**config.mk**
```make
export PLATFORM = sky130hd
export DESIGN_NAME = frame_deframe_checksum_check_top
export DESIGN_NICKNAME = d
export VERILOG_FILES = /design/src/hw/rtl/fdc_pkg.sv /design/src/hw/rtl/fdc_step.sv /design/src/hw/rtl/fdc_skid.sv /design/src/hw/rtl/frame_deframe_checksum_check_top.sv
export SDC_FILE = /design/constraint.sdc
export NUM_CORES = 1
export LEC_CHECK = 0
export BUFFER_PORTS_ARGS = -buffer_cell sky130_fd_sc_hd__buf_2
export CORE_UTILIZATION = 30
export CTS_BUF_LIST = sky130_fd_sc_hd__clkbuf_8 sky130_fd_sc_hd__clkbuf_16
export DETAILED_ROUTE_END_ITERATION = 7
export GPL_ROUTABILITY_DRIVEN = 1
export GPL_TIMING_DRIVEN = 0
export HOLD_SLACK_MARGIN = 0.06
export PLACE_DENSITY = 0.55
export SLEW_MARGIN = 20
export SYNTH_ARGS = -nofsm -noshare
export SYNTH_HDL_FRONTEND = slang
export SYNTH_SLANG_ARGS = --single-unit
```
**constraint.sdc**
```tcl
create_clock -name clk -period 21.7 [get_ports clk]
set_input_delay 1.085 -clock clk [delete_from_list [all_inputs] [get_ports clk]]
set_output_delay 1.085 -clock clk [all_outputs]
set_load 0.01 [all_outputs]
```
**src/hw/rtl/fdc_pkg.sv**
```systemverilog
// Shared types and constants for the frame deframer with checksum check.
package fdc_pkg;

    localparam int unsigned POS_W     = 17;
    localparam int unsigned HDR_BYTES = 5;

    // Header byte positions
    localparam logic [POS_W-1:0] POS_TYPE   = 17'd0;
    localparam logic [POS_W-1:0] POS_ID_LO  = 17'd1;
    localparam logic [POS_W-1:0] POS_ID_HI  = 17'd2;
    localparam logic [POS_W-1:0] POS_LEN_LO = 17'd3;
    localparam logic [POS_W-1:0] POS_LEN_HI = 17'd4;
    localparam logic [POS_W-1:0] POS_BODY   = 17'(HDR_BYTES);

    localparam logic [15:0] SUM_GOOD = 16'hffff;

    localparam logic KIND_PAYLOAD = 1'b0;
    localparam logic KIND_STATUS  = 1'b1;

    typedef struct packed {
        logic [POS_W-1:0] pos;
        logic [7:0]       frame_type;
        logic [15:0]      frame_id;
        logic [15:0]      frame_length;
        logic [15:0]      running_sum;
        logic [7:0]       pending_low;
    } fdc_state_t;

    typedef struct packed {
        logic        kind;
        logic [7:0]  data_byte;
        logic [7:0]  msg_type;
        logic [15:0] comm_id;
        logic [15:0] payload_length;
        logic [15:0] received_checksum;
        logic        checksum_ok;
    } fdc_result_t;

endpackage

```
**src/hw/rtl/fdc_step.sv**
```systemverilog
// Per-byte deframing step: header capture, checksum accumulation, result build.
module fdc_step (
    input  fdc_pkg::fdc_state_t  state,
    input  logic [7:0]           rx_byte,
    output fdc_pkg::fdc_state_t  state_next,
    output logic                 res_valid,
    output fdc_pkg::fdc_result_t res
);
    import fdc_pkg::*;

    logic [15:0]      word;
    logic [16:0]      raw_sum;
    logic [15:0]      folded_sum;
    logic [POS_W-1:0] body_end;
    logic [POS_W-1:0] last_pos;
    logic             is_payload;
    logic             is_last;

    assign word    = {rx_byte, state.pending_low};
    assign raw_sum = {1'b0, state.running_sum} + {1'b0, word};
    // end-around carry; cannot overflow again
    assign folded_sum = raw_sum[15:0] + {15'd0, raw_sum[16]};

    always_comb
    begin
        state_next     = state;
        state_next.pos = state.pos + 17'd1;

        case (state.pos)
            POS_TYPE:   state_next.frame_type         = rx_byte;
            POS_ID_LO:  state_next.frame_id[7:0]      = rx_byte;
            POS_ID_HI:  state_next.frame_id[15:8]     = rx_byte;
            POS_LEN_LO: state_next.frame_length[7:0]  = rx_byte;
            POS_LEN_HI: state_next.frame_length[15:8] = rx_byte;
            default:    ;
        endcase

        if (!state.pos[0])
        begin
            state_next.pending_low = rx_byte;
        end
        else
        begin
            state_next.running_sum = folded_sum;
        end

        // length must come from the updated header
        body_end = POS_BODY + {1'b0, state_next.frame_length};
        // pad byte when length even, then two checksum bytes
        last_pos = body_end + (state_next.frame_length[0] ? 17'd1 : 17'd2);

        is_payload = (state.pos >= POS_BODY) && (state.pos < body_end);
        is_last    = (state.pos >= POS_BODY) && (state.pos == last_pos);

        res_valid               = is_payload || is_last;
        res.kind                = is_last ? KIND_STATUS : KIND_PAYLOAD;
        res.data_byte           = is_last ? 8'd0 : rx_byte;
        res.msg_type            = state_next.frame_type;
        res.comm_id             = state_next.frame_id;
        res.payload_length      = state_next.frame_length;
        res.received_checksum   = is_last ? word : 16'd0;
        res.checksum_ok         = is_last && (state_next.running_sum == SUM_GOOD);

        if (is_last)
        begin
            state_next.pos         = '0;
            state_next.running_sum = '0;
        end
    end

endmodule

```
**src/hw/rtl/fdc_skid.sv**
```systemverilog
// Result register with one skid entry so input acceptance is decoupled from output stall.
module fdc_skid (
    input  logic                 clk,
    input  logic                 rst_n,
    input  logic                 push,
    input  fdc_pkg::fdc_result_t push_res,
    input  logic                 out_stall,
    output logic                 out_valid,
    output fdc_pkg::fdc_result_t out_res,
    output logic                 full
);
    import fdc_pkg::*;

    logic        main_valid_reg, main_valid_next;
    logic        skid_valid_reg, skid_valid_next;
    fdc_result_t main_res_reg, main_res_next;
    fdc_result_t skid_res_reg, skid_res_next;
    logic        take;

    assign take      = main_valid_reg && !out_stall;
    assign out_valid = main_valid_reg;
    assign out_res   = main_res_reg;
    assign full      = skid_valid_reg;

    always_comb
    begin
        main_valid_next = main_valid_reg;
        skid_valid_next = skid_valid_reg;
        main_res_next   = main_res_reg;
        skid_res_next   = skid_res_reg;

        if (skid_valid_reg)
        begin
            // no push possible while full
            if (take)
            begin
                main_res_next   = skid_res_reg;
                skid_valid_next = 1'b0;
            end
        end
        else if (push)
        begin
            if (!main_valid_reg || take)
            begin
                main_res_next   = push_res;
                main_valid_next = 1'b1;
            end
            else
            begin
                skid_res_next   = push_res;
                skid_valid_next = 1'b1;
            end
        end
        else if (take)
        begin
            main_valid_next = 1'b0;
        end
    end

    always_ff @(posedge clk or negedge rst_n)
    begin
        if (!rst_n)
        begin
            main_valid_reg <= 1'b0;
            skid_valid_reg <= 1'b0;
        end
        else
        begin
            main_valid_reg <= main_valid_next;
            skid_valid_reg <= skid_valid_next;
        end
    end

    always_ff @(posedge clk)
    begin
        main_res_reg <= main_res_next;
        skid_res_reg <= skid_res_next;
    end

endmodule

```
**src/hw/rtl/frame_deframe_checksum_check_top.sv**
```systemverilog
// Top level of the frame deframer with 16-bit ones'-complement checksum check.
//
//  channel | handshake          | payload
//  --------+--------------------+--------------------------------------------------
//  in      | in_valid/in_stall  | rx_byte
//  out     | out_valid/out_stall| kind, data_byte, msg_type, comm_id, payload_length,
//          |                    | received_checksum, checksum_ok
//
// One request per cycle unless in_stall; each result is registered in the skid block.
// The frame state updates in the same cycle a byte is taken; the 17-bit end-position
// adds and compare and the 16-bit adder with end-around carry set the cycle.
// Reset clears position, header fields and running sum; no other startup delay.
// A stalled output fills a one-entry skid; in_stall rises only once both are full.
module frame_deframe_checksum_check_top (
    input  logic        clk,
    input  logic        rst_n,
    input  logic        in_valid,
    output logic        in_stall,
    input  logic [7:0]  rx_byte,
    output logic        out_valid,
    input  logic        out_stall,
    output logic        kind,
    output logic [7:0]  data_byte,
    output logic [7:0]  msg_type,
    output logic [15:0] comm_id,
    output logic [15:0] payload_length,
    output logic [15:0] received_checksum,
    output logic        checksum_ok
);
    import fdc_pkg::*;

    fdc_state_t  state_reg, state_next;
    fdc_result_t step_res;
    fdc_result_t out_res;
    logic        step_res_valid;
    logic        accept;
    logic        skid_full;

    assign in_stall = skid_full;
    assign accept   = in_valid && !skid_full;

    fdc_step u_step (
        .state      (state_reg),
        .rx_byte    (rx_byte),
        .state_next (state_next),
        .res_valid  (step_res_valid),
        .res        (step_res)
    );

    fdc_skid u_skid (
        .clk       (clk),
        .rst_n     (rst_n),
        .push      (accept && step_res_valid),
        .push_res  (step_res),
        .out_stall (out_stall),
        .out_valid (out_valid),
        .out_res   (out_res),
        .full      (skid_full)
    );

    always_ff @(posedge clk or negedge rst_n)
    begin
        if (!rst_n)
        begin
            state_reg <= '0;
        end
        else if (accept)
        begin
            state_reg <= state_next;
        end
    end

    assign kind              = out_res.kind;
    assign data_byte         = out_res.data_byte;
    assign msg_type          = out_res.msg_type;
    assign comm_id           = out_res.comm_id;
    assign payload_length    = out_res.payload_length;
    assign received_checksum = out_res.received_checksum;
    assign checksum_ok       = out_res.checksum_ok;

endmodule

```
==> load_flow_metrics.sql <==
INSERT INTO impl_metrics (metric_group, metric, value, unit) VALUES
('global_routing', 'antenna_violations_before_repair', '0', ''),
('setup_path', 'worst_r2r_path_depth', '21', ''),
('route', 'vias', '9328', ''),
('clocking', 'worstSkewPairLatency', '0.54', 'ns'),
('clocking', 'clk_transition_reported_paths', '0.06', 'ns'),
('die', 'initial_cell_density_of_the_core', '0.306', ''),
('timing', 'final.setup_skew', '0.0153', 'ns'),
('route', 'wl_per_cell', '19.5', 'um'),
('placed_design', 'io_buffer_count', '79', ''),
('cells_and_area', 'n_fill_cell', '4047', ''),
('cells_and_area', 'final_cell_mix', '200 x nand2_1, 132 x edfxtp_1, 87 x buf_2', ''),
('logic_synthesis', 'synth.avg_cell_area', '10.5', 'um2'),
('logic_synthesis', 'syn-cell-area', '12300', 'um2'),
('pwr', 'ir_worst_vdd', '84.2', 'uV'),
('die', 'coreArea', '40000', 'um2'),
('timing', 'hold_slack', '0.405', 'ns'),
('clocking', 'cts_sinks', '215', ''),
('die', 'die_x', '204', 'um'),
('timing', 'slew_headroom', '0.277', ''),
('cells_and_area', 'diodes', '0', ''),
('route', 'drtAntennaViolNets', '0', ''),
('die', 'core.rowCount', '73', ''),
('global_routing', 'wire_length_of_the_first_global_routing_pass', '54.8', 'mm'),
('timing', 'finalHoldViolCount', '0', ''),
('die', 'top_level_ports', '80', ''),
('setup_path', 'worstSetupStartpoint', 'state_reg[65]$_DFFE_PN0P_', ''),
('global_routing', 'grt_use_total', '0.171', ''),
('setup_path', 'arrival_time_worst_endpoint', '8.01', 'ns'),
('route', 'routed_wirelength', '35.5', 'mm'),
('clocking', 'tritoncts_clock_tree', 'built', ''),
('run', 'max-cap-violations', '0', ''),
('die', 'die-area', '41700', 'um2'),
('outcome', 'status', 'completed', ''),
('logic_synthesis', 'synth_async_sr_flop_share', '0.386', ''),
('logic_synthesis', 'synth.yosys.warnings', '0', ''),
('logic_synthesis', 'synth_fp_nets', '1223', ''),
('logic_synthesis', 'adder_cell_fraction_of_synth_area', '0.0435', ''),
('timing', 'timing_worst_slew_pin_value', '1.08', 'ns'),
('cells_and_area', 'utilization_after_layout', '0.356', ''),
('setup_path', 'worstReg2RegEnd', 'u_skid.skid_res_reg[28]$_DFFE_PP_', ''),
('cells_and_area', 'finalInstanceArea', '14200', 'um2'),
('logic_synthesis', 'synth.mux.area_fraction', '0.0883', ''),
('clocking', 'holdBufCountCts', '0', ''),
('setup_path', 'rr_startpoint', 'state_reg[65]$_DFFE_PN0P_', ''),
('pwr', 'power.static_leakage', '0.00583', 'uW'),
('logic_synthesis', 'edff_count_synth', '132', ''),
('logic_synthesis', 'area_fraction_in_compound_gates_after_synthesis', '0.121', ''),
('min_path', 'worst_hold_path_type', 'primary input to asynchronous set/reset pin', ''),
('route', 'drtPass1Iterations', '5', ''),
('global_routing', 'grt_pass1_vias', '9261', ''),
('timing', 'achievable-frequency', '0.129', 'GHz'),
('logic_synthesis', 'syn_inst_count', '1169', ''),
('global_routing', 'grt-ovfl-total', '0', ''),
('timing', 'worst_path_setup_slack_after_routing', '13.93', 'ns'),
('clocking', 'cts_buffers', '24', ''),
('setup_path', 'worst-endpoint-required', '21.93', 'ns'),
('timing', 'drv_slew', '0', ''),
('logic_synthesis', 'synth_xor_xnor_area_share', '0.0538', ''),
('logic_synthesis', 'synth.ff_latch_count', '215', ''),
('timing', 'finalSetupTns', '0', 'ns'),
('cells_and_area', 'layout.cells.most_common', 'nand2_1', ''),
('placed_design', 'globalplace.congestion', '0.880', ''),
('setup_path', 'critPathCaptureType', 'flop', ''),
('cells_and_area', 'areaGrowthSynthToFinish', '16.3', '%'),
('cells_and_area', 'nNetsFinal', '1333', ''),
('placed_design', 'dpl_cell_area', '13500', 'um2'),
('route', 'detail_route.iter0.violations', '774', ''),
('logic_synthesis', 'dominant_combinational_cell_family_by_area_after_synthesis', 'simple AND/OR/NAND/NOR gates', ''),
('logic_synthesis', 'ys_seq_area_frac', '0.493', ''),
('setup_path', 'cp_max_fo', '22', ''),
('route', 'vias_per_cell', '5.12', '');
## cells in the mapped netlist, drive strengths merged, types with 18 or more instances
| cell type | instances | area [um2] |
|---|---|---|
| o21ai | 77 | 389 |
| dfrtp | 83 | 2080 |
| nand3 | 33 | 165 |
| ha | 41 | 513 |
| mux2 | 70 | 788 |
| nand4 | 21 | 144 |
| edfxtp | 132 | 3960 |
| clkbuf | 47 | 176 |
| xnor2 | 47 | 412 |
| nand2 | 200 | 751 |
| mux2i | 29 | 294 |
| xor2 | 18 | 158 |
| nor3 | 24 | 125 |
| inv | 27 | 101 |
| buf | 18 | 90.1 |
| and2 | 30 | 188 |
| a21oi | 51 | 255 |
| nor2 | 49 | 200 |
## cell families after synthesis
| kind of cell | count (synthesis) |
|---|---|
| AND/OR/NAND/NOR | 423 |
| AO/OA/AOI/OAI | 228 |
| flip-flops | 215 |
| multiplexers | 99 |
| buffers and inverters | 93 |
| XOR/XNOR | 69 |
| adder cells (fa/ha/maj) | 42 |
## layer usage
metal / GRT usage / part of all wire
met3: 0.0223 / 0.048
met2: 0.279 / 0.46
met4: 0.0544 / 0.028
met1: 0.235 / 0.46
met5: 0 / 0
## where the power goes
part | total (uW) | internal (uW) | switching (uW) | leakage [uW]
Combinational | 681 | 266 | 415 | 0.00311
Sequential | 653 | 588 | 65.1 | 0.00230
Clock | 407 | 235 | 172 | 0.000417
## critical path, cell delays in order, from the launching register on
cell and delay, ns:
dfrtp_1 0.51, ha_1 0.37, nor4b_2 0.33, nand4_2 0.33
clkbuf_1 0.34, o21ai_0 0.62, ha_1 0.29, clkbuf_1 0.43
o2111a_1 0.35, nand3_1 0.10, mux2i_1 0.48, a21boi_0 0.32
a32oi_1 0.22, a2111oi_2 0.56, nand4b_1 0.20, xnor2_1 0.22
and4_1 0.37, o21ai_2 0.22, buf_2 0.27, o22ai_4 0.48
buf_16 0.23, buf_16 0.18
## worst max-delay path by stage
stage	endpoint	slack, ns
6_report	u_skid.skid_res_reg[28]$_DFFE_PP_	13.93
5_1_grt	u_skid.skid_res_reg[28]$_DFFE_PP_	13.32
4_1_cts	u_skid.skid_res_reg[26]$_DFFE_PP_	14.01
3_5_place_dp	u_skid.skid_res_reg[29]$_DFFE_PP_	13.47
3_3_place_gp	u_skid.skid_res_reg[29]$_DFFE_PP_	9.22
2_1_floorplan	u_skid.skid_res_reg[0]$_DFFE_PP_	13.22
## final cells by class
cell class	count	area [um2]	area share
buffer	65	267	0.0187
clock buffer	27	642	0.0450
clock inverter	17	136	0.00957
inverter	28	105	0.00738
multi-input combinational	861	5860	0.411
sequential	215	6040	0.424
tap	525	657	0.0461
timing repair buffer	84	539	0.0378
## through the flow
stage          power [uW]  cells
2_1_floorplan        1110   1169
3_3_place_gp         1330   1773
3_5_place_dp         1340   1778
4_1_cts              1760   1822
5_1_grt              1860   1822
6_report             1740   1822
No activity file was read; power rests on OpenSTA's default activity.
